==> src/rtl/complex_fixed_point_alu_macros.svh <==
// ----------------------------------------------------------------------------
// Assertion macros for the complex fixed-point ALU
// Concurrent checks, compiled out when SYNTH is defined.
// ----------------------------------------------------------------------------
`ifndef COMPLEX_FIXED_POINT_ALU_MACROS_SVH
`define COMPLEX_FIXED_POINT_ALU_MACROS_SVH

`ifndef SYNTH
// same-cycle implication
`define CFA_ASSERT_SAME(lbl, clk, rst, ante, cons) \
   lbl: assert property (@(posedge clk) disable iff (rst) (ante) |-> (cons)) \
      else $error("cfa assertion failed");
// next-cycle implication
`define CFA_ASSERT_NEXT(lbl, clk, rst, ante, cons) \
   lbl: assert property (@(posedge clk) disable iff (rst) (ante) |=> (cons)) \
      else $error("cfa assertion failed");
`else
`define CFA_ASSERT_SAME(lbl, clk, rst, ante, cons)
`define CFA_ASSERT_NEXT(lbl, clk, rst, ante, cons)
`endif

`endif

==> src/rtl/cfa_pkg.sv <==
// ----------------------------------------------------------------------------
// cfa_pkg
// Shared types, constants and arithmetic helpers of the complex ALU.
// ----------------------------------------------------------------------------
`timescale 1ns / 1ps
`default_nettype none

package cfa_pkg;

   localparam int WORD_BITS = 32;
   localparam int FRAC_BITS = 16;
   localparam int INT_BITS  = WORD_BITS - FRAC_BITS;
   localparam int PROD_BITS = 2 * WORD_BITS;
   localparam int WIDE_BITS = PROD_BITS + 1;
   localparam int DEN_BITS  = PROD_BITS;
   localparam int NUM_CELLS = WORD_BITS;

   typedef logic signed [WORD_BITS-1:0] word_type;
   typedef logic signed [PROD_BITS-1:0] prod_type;
   typedef logic signed [WIDE_BITS-1:0] wide_type;
   typedef logic [DEN_BITS-1:0]         den_type;

   localparam wide_type ONE_FIX = wide_type'(1) <<< FRAC_BITS;

   typedef enum logic [3:0] {
      ACT_ADD    = 4'd0,
      ACT_SUB    = 4'd1,
      ACT_MUL    = 4'd2,
      ACT_DIV    = 4'd3,
      ACT_MOD    = 4'd4,
      ACT_EQ     = 4'd5,
      ACT_NE     = 4'd6,
      ACT_GT     = 4'd7,
      ACT_GE     = 4'd8,
      ACT_LT     = 4'd9,
      ACT_LE     = 4'd10,
      ACT_ISZERO = 4'd11,
      ACT_INC    = 4'd12,
      ACT_DEC    = 4'd13,
      ACT_PASS_B = 4'd14
   } action_type;

   typedef enum logic [1:0] {
      KIND_PLAIN,
      KIND_DIV,
      KIND_MOD
   } kind_type;

   // sideband that travels with a transaction down the divider row
   typedef struct packed {
      logic     valid;
      kind_type kind;
      word_type re;
      word_type im;
      logic     truth;
      logic     err;
      logic     ov;
      logic     neg_re;
      logic     neg_im;
      logic     big_re;
      logic     big_im;
   } side_type;

   // partial remainder plus shift word: dividend bits out at the top,
   // quotient bits in at the bottom
   typedef struct packed {
      den_type              rem;
      logic [WORD_BITS-1:0] nq;
   } lane_type;

   typedef struct packed {
      word_type val;
      logic     ov;
   } sat_type;

   function automatic sat_type sat_word(input wide_type x);
      sat_type o;
      o.ov  = !((&x[WIDE_BITS-1:WORD_BITS-1]) || !(|x[WIDE_BITS-1:WORD_BITS-1]));
      o.val = word_type'(x);
      if (o.ov) begin
         o.val = x[WIDE_BITS-1] ? {1'b1, {(WORD_BITS-1){1'b0}}}
                                : {1'b0, {(WORD_BITS-1){1'b1}}};
      end
      return o;
   endfunction

   // one restoring step: shift in the next dividend bit, subtract if it fits
   function automatic lane_type lane_step(input lane_type l, input den_type den);
      logic [DEN_BITS:0] trial;
      logic [DEN_BITS:0] diff;
      lane_type          o;
      trial = {l.rem, l.nq[WORD_BITS-1]};
      diff  = trial - {1'b0, den};
      o.rem = diff[DEN_BITS] ? trial[DEN_BITS-1:0] : diff[DEN_BITS-1:0];
      o.nq  = {l.nq[WORD_BITS-2:0], !diff[DEN_BITS]};
      return o;
   endfunction

   function automatic sat_type div_finish(input lane_type l, input logic neg,
                                          input logic big);
      logic [WORD_BITS-1:0] lim;
      logic [WORD_BITS-1:0] quo;
      sat_type              o;
      lim  = neg ? {1'b1, {(WORD_BITS-1){1'b0}}} : {1'b0, {(WORD_BITS-1){1'b1}}};
      quo  = l.nq;
      o.ov = big || (quo > lim);
      if (o.ov) begin
         quo = lim;
      end
      o.val = neg ? word_type'(-quo) : word_type'(quo);
      return o;
   endfunction

   function automatic word_type mod_finish(input lane_type l, input logic neg);
      logic [WORD_BITS-1:0] r;
      r = l.rem[WORD_BITS-1:0];
      return neg ? word_type'(-r) : word_type'(r);
   endfunction

endpackage

`default_nettype wire

==> src/rtl/cfa_div_cell.sv <==
// ----------------------------------------------------------------------------
// cfa_div_cell
// One restoring-division cell: one quotient bit per lane, then hand on.
// ----------------------------------------------------------------------------
`timescale 1ns / 1ps
`default_nettype none

module cfa_div_cell
   import cfa_pkg::*;
(
   input  wire logic     clock,
   input  wire logic     reset,
   input  wire logic     advance,
   input  wire side_type side_in,
   input  wire lane_type re_in,
   input  wire lane_type im_in,
   input  wire den_type  den_in,
   output side_type      side_out,
   output lane_type      re_out,
   output lane_type      im_out,
   output den_type       den_out
);

   side_type side_ff;
   lane_type re_ff, re_in_step;
   lane_type im_ff, im_in_step;
   den_type  den_ff;

   assign re_in_step = lane_step(re_in, den_in);
   assign im_in_step = lane_step(im_in, den_in);

   always_ff @(posedge clock) begin
      if (reset) begin
         side_ff.valid <= 1'b0;
      end else if (advance) begin
         side_ff.valid <= side_in.valid;
      end
   end

   always_ff @(posedge clock) begin
      if (advance) begin
         side_ff.kind   <= side_in.kind;
         side_ff.re     <= side_in.re;
         side_ff.im     <= side_in.im;
         side_ff.truth  <= side_in.truth;
         side_ff.err    <= side_in.err;
         side_ff.ov     <= side_in.ov;
         side_ff.neg_re <= side_in.neg_re;
         side_ff.neg_im <= side_in.neg_im;
         side_ff.big_re <= side_in.big_re;
         side_ff.big_im <= side_in.big_im;
         re_ff          <= re_in_step;
         im_ff          <= im_in_step;
         den_ff         <= den_in;
      end
   end

   assign side_out = side_ff;
   assign re_out   = re_ff;
   assign im_out   = im_ff;
   assign den_out  = den_ff;

endmodule

`default_nettype wire

==> config.mk <==
export PLATFORM = sky130hd
export DESIGN_NAME = cfa_div_cell
export DESIGN_NICKNAME = d
export VERILOG_FILES = /design/src/rtl/complex_fixed_point_alu_macros.svh /design/src/rtl/cfa_pkg.sv /design/src/rtl/cfa_div_cell.sv
export SDC_FILE = /design/constraint.sdc
export NUM_CORES = 1
export LEC_CHECK = 0
export ABC_CLOCK_PERIOD_IN_PS = 3910
export BUFFER_PORTS_ARGS = -buffer_cell sky130_fd_sc_hd__buf_2
export CORE_AREA = 2 2 259 261
export DETAILED_ROUTE_END_ITERATION = 8
export DIE_AREA = 0 0 261 263
export HOLD_SLACK_MARGIN = 0.1
export SLEW_MARGIN = 20
export SYNTH_ARGS = -nofsm -noshare
export SYNTH_HDL_FRONTEND = slang
export SYNTH_SLANG_ARGS = --single-unit
==> constraint.sdc <==
create_clock -name clock -period 3.91 [get_ports clock]
set_input_delay 0.391 -clock clock [delete_from_list [all_inputs] [get_ports clock]]
set_output_delay 0.391 -clock clock [all_outputs]
set_load 0.1 [all_outputs]
==> flow_summary.ini <==
[global_route]
first_global_vias = 18300
overflow = 0
grt_pass1_wl_um = 114000
grt_use_total = 0.219
grt_max_degree = 87
antenna_found_initial = 15

[worst_setup_path]
r2r.worst_path.cells = 3
cp.required_ps = 4220
worstPathMaxFanout = 32
endpoint_kind = register
arrival_ps = 3990
r2r-end = side_out[73]
r2r_slack_ps = 2740
rr_startpoint = side_out[73]
path_class = input pin to register
crit_path_start_kind = input pin

[status]
status = finished, final reports clean

[final_layout]
design_area_mm2 = 0.0283
finalNonFillerCells = 3610
drive_above_1_share = 0.366
area_growth_pct = 46.0
fillers = 6230
fin_nets = 3181
final_cell_mix = buf_2 (661), edfxtp_1 (329), dlygate4sd3_1 (201), buf_4 (191), a21oi_1 (150)
final_common_cell = buf_2

[floorplanning]
io-pin-count = 663
initial_core_util = 0.295
die_width_um = 261
die_area_mm2 = 0.0686
die_h_um = 263
core_mm2 = 0.0656
row_count = 94

[routing]
num_vias = 17800
wire_per_inst_um = 21.8
vias_per_cell = 4.92
ant_nets = 0
first_pass_iters = 5
routed_wl_um = 78700
drc_errors = 0
drt_iter0_markers = 1228

[synth]
syn_avg_cell_area_um2 = 11.5
synth_flop_cell = edfxtp_1
syn_nets = 2148
yosysWarnings = 0
netlist_area_mm2 = 0.0194
synth_edf_count = 329
async_flop_share = 0
synth_seq_cells = 330
seq_area_frac_synth = 0.511
synthCells = 1685
synthDistinctLibCells = 73

[timing]
tightest_slew_ps = 722
maxSlewHeadroom = 0.514
fmax_mhz = 272
rsz0062_at_grt = false
fin_crit_ps = 3670
hold_violations = 0
finalCritPeriodShare = 0.939
setup_viol = 0
slew_viol_final = 0
skew_ps = 0

[power]
p_total_w = 0.0143
pwr_density_cell_mw_per_mm2 = 504
ir_drop_mv = 0.417
p_leak_nw = 12.5

[placement]
routabilityCongestion = 0.992
dp.cells = 3338
io_buffers = 662
dpl.hpwl_um = 62500
place_area_mm2 = 0.0250

[clocking]
tritoncts = done
clock_latency_ps = 560
path_clk_slew_ps = 60
clockBufferDepth = 3
cts_buffers = 39
cts.sinks = 330
cts_max_level = 2
cts_root_buf = clkbuf_16

[hold_path]
min_path_type = input pin to register
holdPathEnd = re_out[62]
min_path_cells = 2
hold_start = re_in[61]

[flow_run]
max-cap-violations = 0
## synthesized netlist by cell type, types with 5 or more instances
master	count	area share
nor3_1	20	0.0052
mux2_1	53	0.031
nand2b_1	12	0.0039
clkbuf_1	45	0.0087
o31ai_1	10	0.0039
xnor2_1	71	0.032
and3_1	7	0.0023
mux2_2	71	0.041
a31oi_1	16	0.0052
nand4_1	44	0.014
a21o_1	59	0.023
a21oi_1	150	0.039
a211oi_1	16	0.0062
xor2_1	51	0.023
nor2_1	83	0.016
o21bai_1	28	0.011
buf_2	16	0.0041
ha_1	128	0.083
a211o_1	5	0.0023
a21boi_0	8	0.0031
o211ai_1	12	0.0046
o21a_1	19	0.0074
nand2_1	115	0.022
nand3_1	23	0.0059
inv_1	105	0.020
o31a_1	6	0.0027
edfxtp_1	329	0.51
and2_1	8	0.0026
nor2b_1	9	0.0029
mux2i_1	5	0.0026
or3_1	5	0.0016
o21ai_0	78	0.020
## cell families (layout without fill, tap and decap cells)
kind of cell | Yosys count | in the layout | synth area share
xor+xnor | 122 | 122 | 0.0551
compound gates | 449 | 449 | 0.149
mux | 129 | 129 | 0.0746
simple gates | 349 | 349 | 0.0863
flops | 330 | 330 | 0.511
buf+inv | 176 | 1235 | 0.0400
other cells | 0 | 2 | 0
fa+ha+maj | 130 | 130 | 0.0847
## cell type report
cell class,count,area (um2),area share
Tap cell,864,1080,0.0382
Clock buffer,46,1020,0.0362
Antenna cell,2,5.00,0.000177
Multi-Input combinational cell,1179,8760,0.310
Timing Repair Buffer,1063,6950,0.245
Inverter,105,394,0.0139
Clock inverter,21,194,0.00685
Sequential cell,330,9900,0.350
## worst max path at each step
stage	startpoint	to	slack (ps)	cells past startpoint
finish	den_in[5]	im_out[40]	240	17
global route	re_in[31]	re_out[83]	20	18
CTS	den_in[7]	im_out[93]	50	19
detailed placement	den_in[7]	im_out[93]	-540	19
global placement	den_in[6]	im_out[93]	-510	19
floorplan	re_in[31]	re_out[68]	80	15
## routing by layer
metal  track usage  vias up  share of wire
li1              -     8394              -
met1         0.264     8589           0.41
met2         0.379      635           0.48
met3        0.0539      123          0.076
met4        0.0772       20          0.038
met5             0        -         0.0016
## power by group
group          total [W]  switching, W  internal [W]
clock network    0.00360       0.00154       0.00206
logic            0.00609       0.00452       0.00157
registers        0.00457      0.000155       0.00441
## flip-flops by register name, indices dropped and copies added, names as in the netlist
register and flops:
re_out 96, den_out 64, side_out 74, im_out 96
## worst max-delay path, cell delays in order
cell      delay [ps]
buf_2            110
inv_1             80
ha_1             340
a21o_1           210
a211o_1          260
o21ai_0          570
a211oi_1         160
buf_4            200
nor2_1           130
o21ai_1           90
buf_4            150
nor4_1           180
nor2_1            70
buf_4            150
xor2_4           200
buf_12           250
mux2_2           370
## through the flow
| step | setup TNS (ps) | worst slack (ps) | hold WS, ps | util |
|---|---|---|---|---|
| 3_3_place_gp | -42860 | -510 | 467 | 0.381 |
| 5_1_grt | 0 | 23.4 | 113 | 0.431 |
| 3_5_place_dp | -44880 | -537 | 483 | 0.381 |
| 4_1_cts | 0 | 47.0 | 103 | 0.430 |
| 6_report | 0 | 237 | 123 | 0.431 |
| 2_1_floorplan | 0 | 76.7 | 463 | - |
## repair_timing
action,in CTS,in global routing
setup endpoints to repair,0,26
hold buffers,201,0
resized for setup,0,3
buffers inserted,0,1
endpoints found under the hold margin,200,0
Note: power is estimated with default switching activity, not from simulation.
